--- src/cvd_pkg.sv ---
package cvd_pkg;

  localparam int DEF_MAX_BLOCKS_WIDE = 256;
  localparam int DEF_MAX_BLOCKS_HIGH = 256;
  localparam int QUEUE_DEPTH = 2;

  localparam logic [1:0] KIND_PIXEL = 2'd0;
  localparam logic [1:0] KIND_OK    = 2'd1;
  localparam logic [1:0] KIND_BAD   = 2'd2;

  localparam logic [1:0] BK_SOLID = 2'd0;
  localparam logic [1:0] BK_TWO   = 2'd1;
  localparam logic [1:0] BK_EIGHT = 2'd2;

  localparam logic [1:0] REG_WIDE    = 2'd0;
  localparam logic [1:0] REG_HIGH    = 2'd1;
  localparam logic [1:0] REG_PALETTE = 2'd2;

  localparam logic [7:0] SKIP_MASK  = 8'hFC;
  localparam logic [7:0] SKIP_CODE  = 8'h84;
  localparam logic [7:0] SOLID_BASE = 8'h80;
  localparam logic [7:0] EIGHT_BASE = 8'h90;
  localparam int         EIGHT_FLAG = 15;

  typedef enum logic {
    F_BYTE,
    F_SKIP
  } front_state_t;

  typedef struct packed {
    logic              has_blk;
    logic              has_st;
    logic              st_ok;
    logic [1:0]        bkind;
    logic [15:0]       value;
    logic [15:0]       cw;
    logic [7:0][15:0]  colors;
    logic [7:0]        col;
    logic [7:0]        row;
  } cmd_t;

endpackage

--- src/cram_4x4_block_video_decoder.sv ---
// Decoder for 4x4-block CRAM frames, fed one byte of the compressed chunk per word.
// The byte channel (byte_valid, byte_stall) takes data_byte and end_of_chunk; a
// word moves at a clock edge with valid high and stall low. Each decoded block
// gives sixteen pixel words on the result channel, bottom block row first, and
// the byte marked end_of_chunk adds a status word (ok or corrupt); last marks
// the final word that a byte causes.
// The front parser takes one byte per cycle while its two-entry command queue
// has room and no skip is in progress. The back end sends one result word per
// cycle while result_stall is low. A completed block's command passes through
// the queue and the back end's current-command register before its first
// result word is registered. A skip code holds the byte channel while the
// parser steps over the skipped blocks a block row at a time, and longer while
// its end-of-chunk status word waits for room in the queue.
// The configuration port writes the frame width and height in blocks and
// palette_mode by index; write it only while the block is idle.
// Synchronous reset clears the queue and the parser and restores the register
// defaults (80 by 60 blocks, RGB555). A stall on the result channel holds the
// output word; the queue then fills and byte_stall rises.
module cram_4x4_block_video_decoder import cvd_pkg::*; #(
  parameter int MAX_BLOCKS_WIDE = DEF_MAX_BLOCKS_WIDE,
  parameter int MAX_BLOCKS_HIGH = DEF_MAX_BLOCKS_HIGH
) (
  input  logic        clk,
  input  logic        rst,
  input  logic        cfg_write,
  input  logic [1:0]  cfg_index,
  input  logic [8:0]  cfg_data,
  input  logic        byte_valid,
  output logic        byte_stall,
  input  logic [7:0]  data_byte,
  input  logic        end_of_chunk,
  output logic        result_valid,
  input  logic        result_stall,
  output logic [1:0]  kind,
  output logic [9:0]  pixel_col,
  output logic [9:0]  pixel_row,
  output logic [15:0] pixel_value,
  output logic        last
);

  logic q_full, q_push, q_pop, q_empty;
  cmd_t q_cmd, q_head;

  cvd_front #(
    .MAX_BLOCKS_WIDE(MAX_BLOCKS_WIDE),
    .MAX_BLOCKS_HIGH(MAX_BLOCKS_HIGH)
  ) u_front (
    .clk(clk), .rst(rst),
    .cfg_write(cfg_write), .cfg_index(cfg_index), .cfg_data(cfg_data),
    .byte_valid(byte_valid), .byte_stall(byte_stall),
    .data_byte(data_byte), .end_of_chunk(end_of_chunk),
    .q_full(q_full), .q_push(q_push), .q_cmd(q_cmd)
  );

  cvd_queue u_queue (
    .clk(clk), .rst(rst),
    .push(q_push), .push_cmd(q_cmd), .full(q_full),
    .pop(q_pop), .empty(q_empty), .head(q_head)
  );

  cvd_back u_back (
    .clk(clk), .rst(rst),
    .q_empty(q_empty), .q_head(q_head), .q_pop(q_pop),
    .result_valid(result_valid), .result_stall(result_stall),
    .kind(kind), .pixel_col(pixel_col), .pixel_row(pixel_row),
    .pixel_value(pixel_value), .last(last)
  );

endmodule

--- src/cvd_front.sv ---
module cvd_front import cvd_pkg::*; #(
  parameter int MAX_BLOCKS_WIDE = DEF_MAX_BLOCKS_WIDE,
  parameter int MAX_BLOCKS_HIGH = DEF_MAX_BLOCKS_HIGH
) (
  input  logic       clk,
  input  logic       rst,
  input  logic       cfg_write,
  input  logic [1:0] cfg_index,
  input  logic [8:0] cfg_data,
  input  logic       byte_valid,
  output logic       byte_stall,
  input  logic [7:0] data_byte,
  input  logic       end_of_chunk,
  input  logic       q_full,
  output logic       q_push,
  output cmd_t       q_cmd
);

  localparam int CW = (MAX_BLOCKS_WIDE > 1) ? $clog2(MAX_BLOCKS_WIDE) : 1;
  localparam int RW = $clog2(MAX_BLOCKS_HIGH + 1);

  logic [8:0] width_blocks, height_blocks;
  logic       palette_mode;

  front_state_t     state, state_next;
  logic [4:0]       phase, phase_next;
  logic [15:0]      cw, cw_next;
  logic [7:0][15:0] colors, colors_next;
  logic [1:0]       bkind, bkind_next;
  logic [CW-1:0]    col, col_next;
  logic [RW-1:0]    row_left, row_left_next;
  logic [9:0]       skip_left, skip_left_next;
  logic             frame_done, frame_done_next;
  logic             eoc_pend, eoc_pend_next;

  logic [10:0] eff_w, eff_h, col_ext, step;
  logic        accept, emit, wraps, skip_done;
  logic [3:0]  k;
  logic [9:0]  n_skip;

  always_comb begin
    if (width_blocks == 9'd0) eff_w = 11'd1;
    else if ({2'b0, width_blocks} > 11'(MAX_BLOCKS_WIDE)) eff_w = 11'(MAX_BLOCKS_WIDE);
    else eff_w = {2'b0, width_blocks};
    if (height_blocks == 9'd0) eff_h = 11'd1;
    else if ({2'b0, height_blocks} > 11'(MAX_BLOCKS_HIGH)) eff_h = 11'(MAX_BLOCKS_HIGH);
    else eff_h = {2'b0, height_blocks};
  end

  assign col_ext   = 11'(col);
  assign wraps     = (col_ext + 11'd1) >= eff_w;
  assign step      = wraps ? 11'd1 : (eff_w - col_ext);
  assign skip_done = (skip_left == 10'd0) || frame_done;
  assign byte_stall = (state != F_BYTE) || q_full;
  assign accept     = byte_valid && !byte_stall;
  assign k          = 4'(phase - 5'd2);
  assign n_skip     = {data_byte[1:0], cw[7:0]};

  always_comb begin
    state_next = state;
    unique case (state)
      F_BYTE: begin
        if (accept && !frame_done && phase == 5'd1 &&
            (data_byte & SKIP_MASK) == SKIP_CODE && n_skip != 10'd0) begin
          state_next = F_SKIP;
        end
      end
      F_SKIP: begin
        if (skip_done && (!eoc_pend || !q_full)) state_next = F_BYTE;
      end
      default: state_next = F_BYTE;
    endcase
  end

  always_comb begin
    phase_next      = phase;
    cw_next         = cw;
    colors_next     = colors;
    bkind_next      = bkind;
    col_next        = col;
    row_left_next   = row_left;
    skip_left_next  = skip_left;
    frame_done_next = frame_done;
    eoc_pend_next   = eoc_pend;
    emit            = 1'b0;
    q_push          = 1'b0;
    q_cmd           = '0;
    q_cmd.col       = 8'(col);
    q_cmd.row       = 8'(row_left);

    if (state == F_SKIP) begin
      if (!skip_done) begin
        if (11'(skip_left) >= step) begin
          col_next       = '0;
          row_left_next  = row_left - 1'b1;
          if (row_left == RW'(1)) frame_done_next = 1'b1;
          skip_left_next = skip_left - 10'(step);
        end else begin
          col_next       = CW'(col_ext + 11'(skip_left));
          skip_left_next = '0;
        end
      end else if (eoc_pend && !q_full) begin
        q_push          = 1'b1;
        q_cmd.has_st    = 1'b1;
        q_cmd.st_ok     = frame_done;
        eoc_pend_next   = 1'b0;
        skip_left_next  = '0;
        phase_next      = '0;
        cw_next         = '0;
        bkind_next      = BK_SOLID;
        col_next        = '0;
        row_left_next   = RW'(eff_h);
        frame_done_next = 1'b0;
      end else begin
        skip_left_next = '0;
      end
    end else if (accept) begin
      if (!frame_done) begin
        if (phase == 5'd0) begin
          cw_next    = {8'h00, data_byte};
          phase_next = 5'd1;
        end else if (phase == 5'd1) begin
          cw_next = {data_byte, cw[7:0]};
          if ((data_byte & SKIP_MASK) == SKIP_CODE) begin
            phase_next = 5'd0;
            if (n_skip == 10'd0) begin
              frame_done_next = 1'b1;
            end else begin
              skip_left_next = n_skip;
              eoc_pend_next  = end_of_chunk;
            end
          end else if (data_byte < SOLID_BASE) begin
            bkind_next = BK_TWO;
            phase_next = 5'd2;
          end else if (palette_mode && data_byte >= EIGHT_BASE) begin
            bkind_next = BK_EIGHT;
            phase_next = 5'd2;
          end else begin
            emit        = 1'b1;
            q_cmd.bkind = BK_SOLID;
            q_cmd.value = palette_mode ? {8'h00, cw[7:0]} : {data_byte, cw[7:0]};
            phase_next  = 5'd0;
          end
        end else begin
          phase_next = phase + 5'd1;
          if (palette_mode) begin
            colors_next[k[2:0]] = {8'h00, data_byte};
            if (k + 4'd1 >= ((bkind == BK_EIGHT) ? 4'd8 : 4'd2)) emit = 1'b1;
          end else begin
            if (k[0]) colors_next[k[3:1]] = {data_byte, colors[k[3:1]][7:0]};
            else colors_next[k[3:1]] = {8'h00, data_byte};
            if (k == 4'd3 && colors_next[0][EIGHT_FLAG]) bkind_next = BK_EIGHT;
            if (5'(k) + 5'd1 >= ((bkind_next == BK_EIGHT) ? 5'd16 : 5'd4)) emit = 1'b1;
          end
          q_cmd.bkind = bkind_next;
          if (emit) phase_next = 5'd0;
        end
        q_cmd.cw     = cw_next;
        q_cmd.colors = colors_next;
        if (emit) begin
          q_push        = 1'b1;
          q_cmd.has_blk = 1'b1;
          if (wraps) begin
            col_next      = '0;
            row_left_next = row_left - 1'b1;
            if (row_left == RW'(1)) frame_done_next = 1'b1;
          end else begin
            col_next = CW'(col_ext + 11'd1);
          end
        end
      end
      if (end_of_chunk && state_next == F_BYTE) begin
        q_push          = 1'b1;
        q_cmd.has_st    = 1'b1;
        q_cmd.st_ok     = frame_done_next;
        phase_next      = '0;
        cw_next         = '0;
        bkind_next      = BK_SOLID;
        col_next        = '0;
        row_left_next   = RW'(eff_h);
        skip_left_next  = '0;
        frame_done_next = 1'b0;
        eoc_pend_next   = 1'b0;
      end
    end
  end

  always_ff @(posedge clk) begin
    if (rst) begin
      width_blocks  <= 9'd80;
      height_blocks <= 9'd60;
      palette_mode  <= 1'b0;
      state         <= F_BYTE;
      phase         <= '0;
      cw            <= '0;
      bkind         <= BK_SOLID;
      col           <= '0;
      row_left      <= RW'(60 > MAX_BLOCKS_HIGH ? MAX_BLOCKS_HIGH : 60);
      skip_left     <= '0;
      frame_done    <= 1'b0;
      eoc_pend      <= 1'b0;
    end else begin
      if (cfg_write) begin
        unique case (cfg_index)
          REG_WIDE:    width_blocks  <= cfg_data;
          REG_HIGH:    height_blocks <= cfg_data;
          REG_PALETTE: palette_mode  <= cfg_data[0];
          default: ;
        endcase
      end
      state      <= state_next;
      phase      <= phase_next;
      cw         <= cw_next;
      bkind      <= bkind_next;
      col        <= col_next;
      row_left   <= row_left_next;
      skip_left  <= skip_left_next;
      frame_done <= frame_done_next;
      eoc_pend   <= eoc_pend_next;
    end
  end

  always_ff @(posedge clk) begin
    colors <= colors_next;
  end

endmodule

--- src/cvd_queue.sv ---
module cvd_queue import cvd_pkg::*; (
  input  logic clk,
  input  logic rst,
  input  logic push,
  input  cmd_t push_cmd,
  output logic full,
  input  logic pop,
  output logic empty,
  output cmd_t head
);

  localparam int PW = (QUEUE_DEPTH > 1) ? $clog2(QUEUE_DEPTH) : 1;

  cmd_t          entries [QUEUE_DEPTH];
  logic [PW-1:0] wr_ptr, rd_ptr;
  logic [PW:0]   count;

  assign full  = count == (PW + 1)'(QUEUE_DEPTH);
  assign empty = count == '0;
  assign head  = entries[rd_ptr];

  always_ff @(posedge clk) begin
    if (rst) begin
      wr_ptr <= '0;
      rd_ptr <= '0;
      count  <= '0;
    end else begin
      if (push) begin
        wr_ptr <= (wr_ptr == PW'(QUEUE_DEPTH - 1)) ? '0 : wr_ptr + 1'b1;
      end
      if (pop) begin
        rd_ptr <= (rd_ptr == PW'(QUEUE_DEPTH - 1)) ? '0 : rd_ptr + 1'b1;
      end
      count <= count + (PW + 1)'(push) - (PW + 1)'(pop);
    end
  end

  always_ff @(posedge clk) begin
    if (push) entries[wr_ptr] <= push_cmd;
  end

endmodule

--- src/cvd_back.sv ---
module cvd_back import cvd_pkg::*; (
  input  logic        clk,
  input  logic        rst,
  input  logic        q_empty,
  input  cmd_t        q_head,
  output logic        q_pop,
  output logic        result_valid,
  input  logic        result_stall,
  output logic [1:0]  kind,
  output logic [9:0]  pixel_col,
  output logic [9:0]  pixel_row,
  output logic [15:0] pixel_value,
  output logic        last
);

  cmd_t        cur;
  logic        busy;
  logic [4:0]  cnt;
  logic        emit, final_item, sel;
  logic [3:0]  pix;
  logic [15:0] val;

  assign emit       = busy && (!result_valid || !result_stall);
  assign final_item = cnt[4] || (cnt == 5'd15 && !cur.has_st);
  assign q_pop      = !q_empty && (!busy || (emit && final_item));
  assign pix        = cnt[3:0];
  assign sel        = ~cur.cw[pix];

  always_comb begin
    unique case (cur.bkind)
      BK_TWO:   val = cur.colors[{2'b00, sel}];
      BK_EIGHT: val = cur.colors[{pix[3], pix[1], sel}];
      default:  val = cur.value;
    endcase
  end

  always_ff @(posedge clk) begin
    if (rst) begin
      busy         <= 1'b0;
      result_valid <= 1'b0;
    end else begin
      if (q_pop) begin
        busy <= 1'b1;
      end else if (emit && final_item) begin
        busy <= 1'b0;
      end
      if (emit) result_valid <= 1'b1;
      else if (!result_stall) result_valid <= 1'b0;
    end
  end

  always_ff @(posedge clk) begin
    if (q_pop) begin
      cur <= q_head;
      cnt <= q_head.has_blk ? 5'd0 : 5'd16;
    end else if (emit) begin
      cnt <= cnt + 5'd1;
    end
    if (emit) begin
      last <= final_item;
      if (cnt[4]) begin
        kind        <= cur.st_ok ? KIND_OK : KIND_BAD;
        pixel_col   <= '0;
        pixel_row   <= '0;
        pixel_value <= '0;
      end else begin
        kind        <= KIND_PIXEL;
        pixel_col   <= {cur.col, pix[1:0]};
        pixel_row   <= {cur.row, 2'b00} - 10'd1 - {8'd0, pix[3:2]};
        pixel_value <= val;
      end
    end
  end

endmodule
--- config.mk ---
export PLATFORM = sky130hd
export DESIGN_NAME = cram_4x4_block_video_decoder
export DESIGN_NICKNAME = d
export VERILOG_FILES = /design/src/cvd_pkg.sv /design/src/cram_4x4_block_video_decoder.sv /design/src/cvd_front.sv /design/src/cvd_queue.sv /design/src/cvd_back.sv
export SDC_FILE = /design/constraint.sdc
export NUM_CORES = 1
export LEC_CHECK = 0
export ABC_CLOCK_PERIOD_IN_PS = 27900
export BUFFER_PORTS_ARGS = -buffer_cell sky130_fd_sc_hd__buf_2
export CAP_MARGIN = 25
export CORE_MARGIN = 2
export CORE_UTILIZATION = 57
export DETAILED_ROUTE_END_ITERATION = 8
export PLACE_DENSITY = 0.77
export SLEW_MARGIN = 40
export SYNTH_ARGS = -nofsm -noshare
export SYNTH_HDL_FRONTEND = slang
export SYNTH_SLANG_ARGS = --single-unit
--- constraint.sdc ---
create_clock -name clk -period 27.9 [get_ports clk]
set_clock_uncertainty 0.15 [all_clocks]
set_input_delay 0 -clock clk [delete_from_list [all_inputs] [get_ports clk]]
set_output_delay 0 -clock clk [all_outputs]
set_load 0.01 [all_outputs]
==> results_dict.tcl <==
set metrics [dict create \
    ys.flop_type "edfxtp_1" \
    clkPwrFrac 0.280 \
    drc 0 \
    wl_per_cell_um 25.4 \
    ioPinCount 66 \
    via_per_inst 6.51 \
    layout_common_cells "edfxtp_1, nand2_1, mux2_2" \
    finalNetCount 2944 \
    core-area_um2 63000 \
    avgSynthCellArea_um2 13.0 \
    drv_cap 0 \
    cts_root_buf "clkbuf_16" \
    p_leak_nw 14.2 \
    insertion_delay_ns 0.64 \
    fmax_mhz 167 \
    grt_pass1_vias 24500 \
    dp_slack_ns 21.98 \
    antenna_found_initial 5 \
    numCtsBuffers 80 \
    p_sw_w 0.00124 \
    period_needed_ns 6.00 \
    hp-start "cfg_data[8]" \
    n_antenna_cell 0 \
    ctsHtreeMaxLevel 3 \
    start_kind "flop" \
    status "completed" \
    whs_endpoint "u_front.width_blocks[8]$_SDFFE_PP0P_" \
    synthArstFlopShare 0 \
    grt_pass1_wl_um 145000 \
    grt_usage 0.287 \
    timing.slew.headroom 0.396 \
    ff2ff_setup_slack_ns 21.90 \
    vias 24600 \
    period_share 0.215 \
    max-vdd-ir-drop_v 0.0000575 \
    fillers 4501 \
    p_per_area_nw_per_um2 95.7 \
    required_ns 28.27 \
    power.share.sequential 0.452 \
    syn_to_final_growth_pct 12.4 \
    clock_sinks 793 \
    reg2reg_from "u_front.col[1]$_SDFFE_PP0P_" \
    worstHoldPathCells 4 \
    die_width_um 256 \
    ys_types 83 \
    swShare 0.318 \
    final_hold_viol_count 0 \
    cp.arrival_ns 6.37 \
    synthesis.nets 2875 \
    start_util 0.575 \
    finalWeightedCongestion 0.919 \
    max_slew.worst_pin.slew_ns 0.901 \
    layout_setup_ws_ns 21.90 \
    fin_util 0.646 \
    final_common_cell "edfxtp_1" \
    dp_hpwl_um 60100 \
    syn-instance-count 2789 \
    drt_wl_total_um 95700 \
    place.port_buffers 65 \
    cts.hold.buffers_added 45 \
    cp-end-kind "flop" \
    tns_ns 0 \
    finalSetupViolCount 0 \
    maxSlewViolCount 0 \
    worstSetupPathType "reg -> reg" \
    netlist_area_um2 36200 \
    ys_seq_elements 793 \
    power_frac_comb 0.268 \
    grt_max_degree 82 \
    cts_resized 0 \
    yosysWarnings 0 \
    rr_endpoint "u_front.row_left[3]$_SDFFE_PP1P_" \
    rsz0062_at_grt "false" \
    cts_tree "yes" \
    cp_max_fo 16 \
    clockBufferDepth 3 \
    power.internal_w 0.00265 \
    grt_overflow 0 \
    die_h_um 256 \
    first_pass_iters 8 \
    ys_seq_area_frac 0.636 \
    rows 92 \
    post_cts_buffers 0 \
    hp-class "in -> reg" \
    reg2regPathDepth 17 \
    dieArea_um2 65500 \
    drive_gt1_frac 0.180 \
    synth-edff-count 714 \
    postRouteAntennaNets 0 \
    cts.clk_slew.worst_paths_ns 0.06 \
    drt_iter0_drc 3089 \
]
[area by class of cell]
type / instances / area [µm²] / area share
Sequential cell: 793 / 23000 / 0.566
Timing Repair Buffer: 165 / 1300 / 0.0319
Clock inverter: 46 / 432 / 0.0106
Multi-Input combinational cell: 1768 / 12400 / 0.306
Clock buffer: 103 / 2220 / 0.0546
Tap cell: 846 / 1060 / 0.0260
Inverter: 50 / 193 / 0.00474
[state kept, by name, indices dropped and copies added (netlist names), 2 cells and up, named ones only]
name	flops
u_front.col	8
u_front.colors	128
u_queue.count	2
u_queue.entries	362
u_back.pixel_col	10
u_back.pixel_row	10
u_front.cw	16
u_back.cur	180
u_back.kind	2
u_back.cnt	5
u_back.pixel_value	16
u_front.width_blocks	9
u_front.height_blocks	9
u_front.phase	5
u_front.skip_left	10
u_front.row_left	9
u_front.bkind	2
[stage by stage]
step           hold slack (ns)  cells  total power (W)  area [µm²]
4_1_cts                0.00476   3768          0.00388       40600
6_report                0.0363   3771          0.00389       40700
3_5_place_dp            0.0965   3574          0.00279       37500
3_3_place_gp            0.0945   3570          0.00275       37300
5_1_grt                 0.0393   3771          0.00404       40700
2_1_floorplan          -0.0260   2789          0.00248       36200
[worst max path at each step]
stage	cells past startpoint	slack [ns]	from	to
2_1_floorplan	13	15.63	u_back.cnt[2]$_SDFFCE_PP0P_	u_queue.count[1]$_SDFF_PP0_
5_1_grt	17	21.56	u_front.col[1]$_SDFFE_PP0P_	u_front.row_left[2]$_SDFFE_PP1P_
3_3_place_gp	18	21.72	u_front.col[1]$_SDFFE_PP0P_	u_front.row_left[4]$_SDFFE_PP1P_
6_report	17	21.90	u_front.col[1]$_SDFFE_PP0P_	u_front.row_left[3]$_SDFFE_PP1P_
4_1_cts	17	21.94	u_front.col[1]$_SDFFE_PP0P_	u_front.row_left[3]$_SDFFE_PP1P_
3_5_place_dp	17	21.98	u_front.col[1]$_SDFFE_PP0P_	u_front.row_left[3]$_SDFFE_PP1P_
[power groups by stage]
stage / logic [W] / registers [W] / clock network, W
6_report: 0.00104 / 0.00176 / 0.00109
5_1_grt: 0.00111 / 0.00178 / 0.00114
4_1_cts: 0.00102 / 0.00176 / 0.00110
3_5_place_dp: 0.00101 / 0.00178 / 0
3_3_place_gp: 0.000973 / 0.00177 / 0
2_1_floorplan: 0.000681 / 0.00180 / 0
[worst max-delay path, stage by stage, from the launching register on]
cell	delay, ns
dfxtp_1	0.56
ha_1	0.32
nand3_1	0.22
nor2_1	0.28
xnor2_1	0.17
ha_1	0.26
nand3_1	0.10
nor3_1	0.07
o31ai_1	0.12
nand2_1	0.38
or3_1	0.47
ha_1	0.39
nand4_1	0.14
or3_1	0.42
a31oi_1	0.63
nor2_2	0.34
or2_1	0.43
o41a_1	0.44
[layer usage]
layer | wire length, µm | vias up | GRT usage
met1 | 36900 | 12100 | 0.380
met4 | 4280 | 6 | 0.126
met3 | 8630 | 273 | 0.0532
met2 | 45900 | 1368 | 0.468
met5 | 41 | - | 0
li1 | - | 10800 | -
[synth_stat cells, drive strengths merged, types with 27 or more instances]
master	count	area, µm²
a211oi	42	315
a21oi	122	611
a221oi	34	323
a22oi	74	556
a31oi	29	181
and2	134	838
buf	49	225
clkbuf	129	484
dfxtp	79	1580
edfxtp	714	21400
ha	58	726
inv	49	184
mux2	201	2260
mux2i	61	614
nand2	227	857
nand3	32	160
nor2	198	746
nor2b	37	231
nor3	46	230
o21ai	115	579
o22ai	70	444
xnor2	27	244
[cell families after synthesis]
logic type               after synthesis  share of synthesized area
buffers and inverters                228                     0.0248
multiplexers                         271                     0.0851
AO/OA/AOI/OAI                        625                      0.117
flip-flops                           793                      0.636
adder cells (fa/ha/maj)               61                     0.0217
XOR/XNOR                              40                    0.00989
AND/OR/NAND/NOR                      771                      0.105
Power figures use the tool's default switching activity.
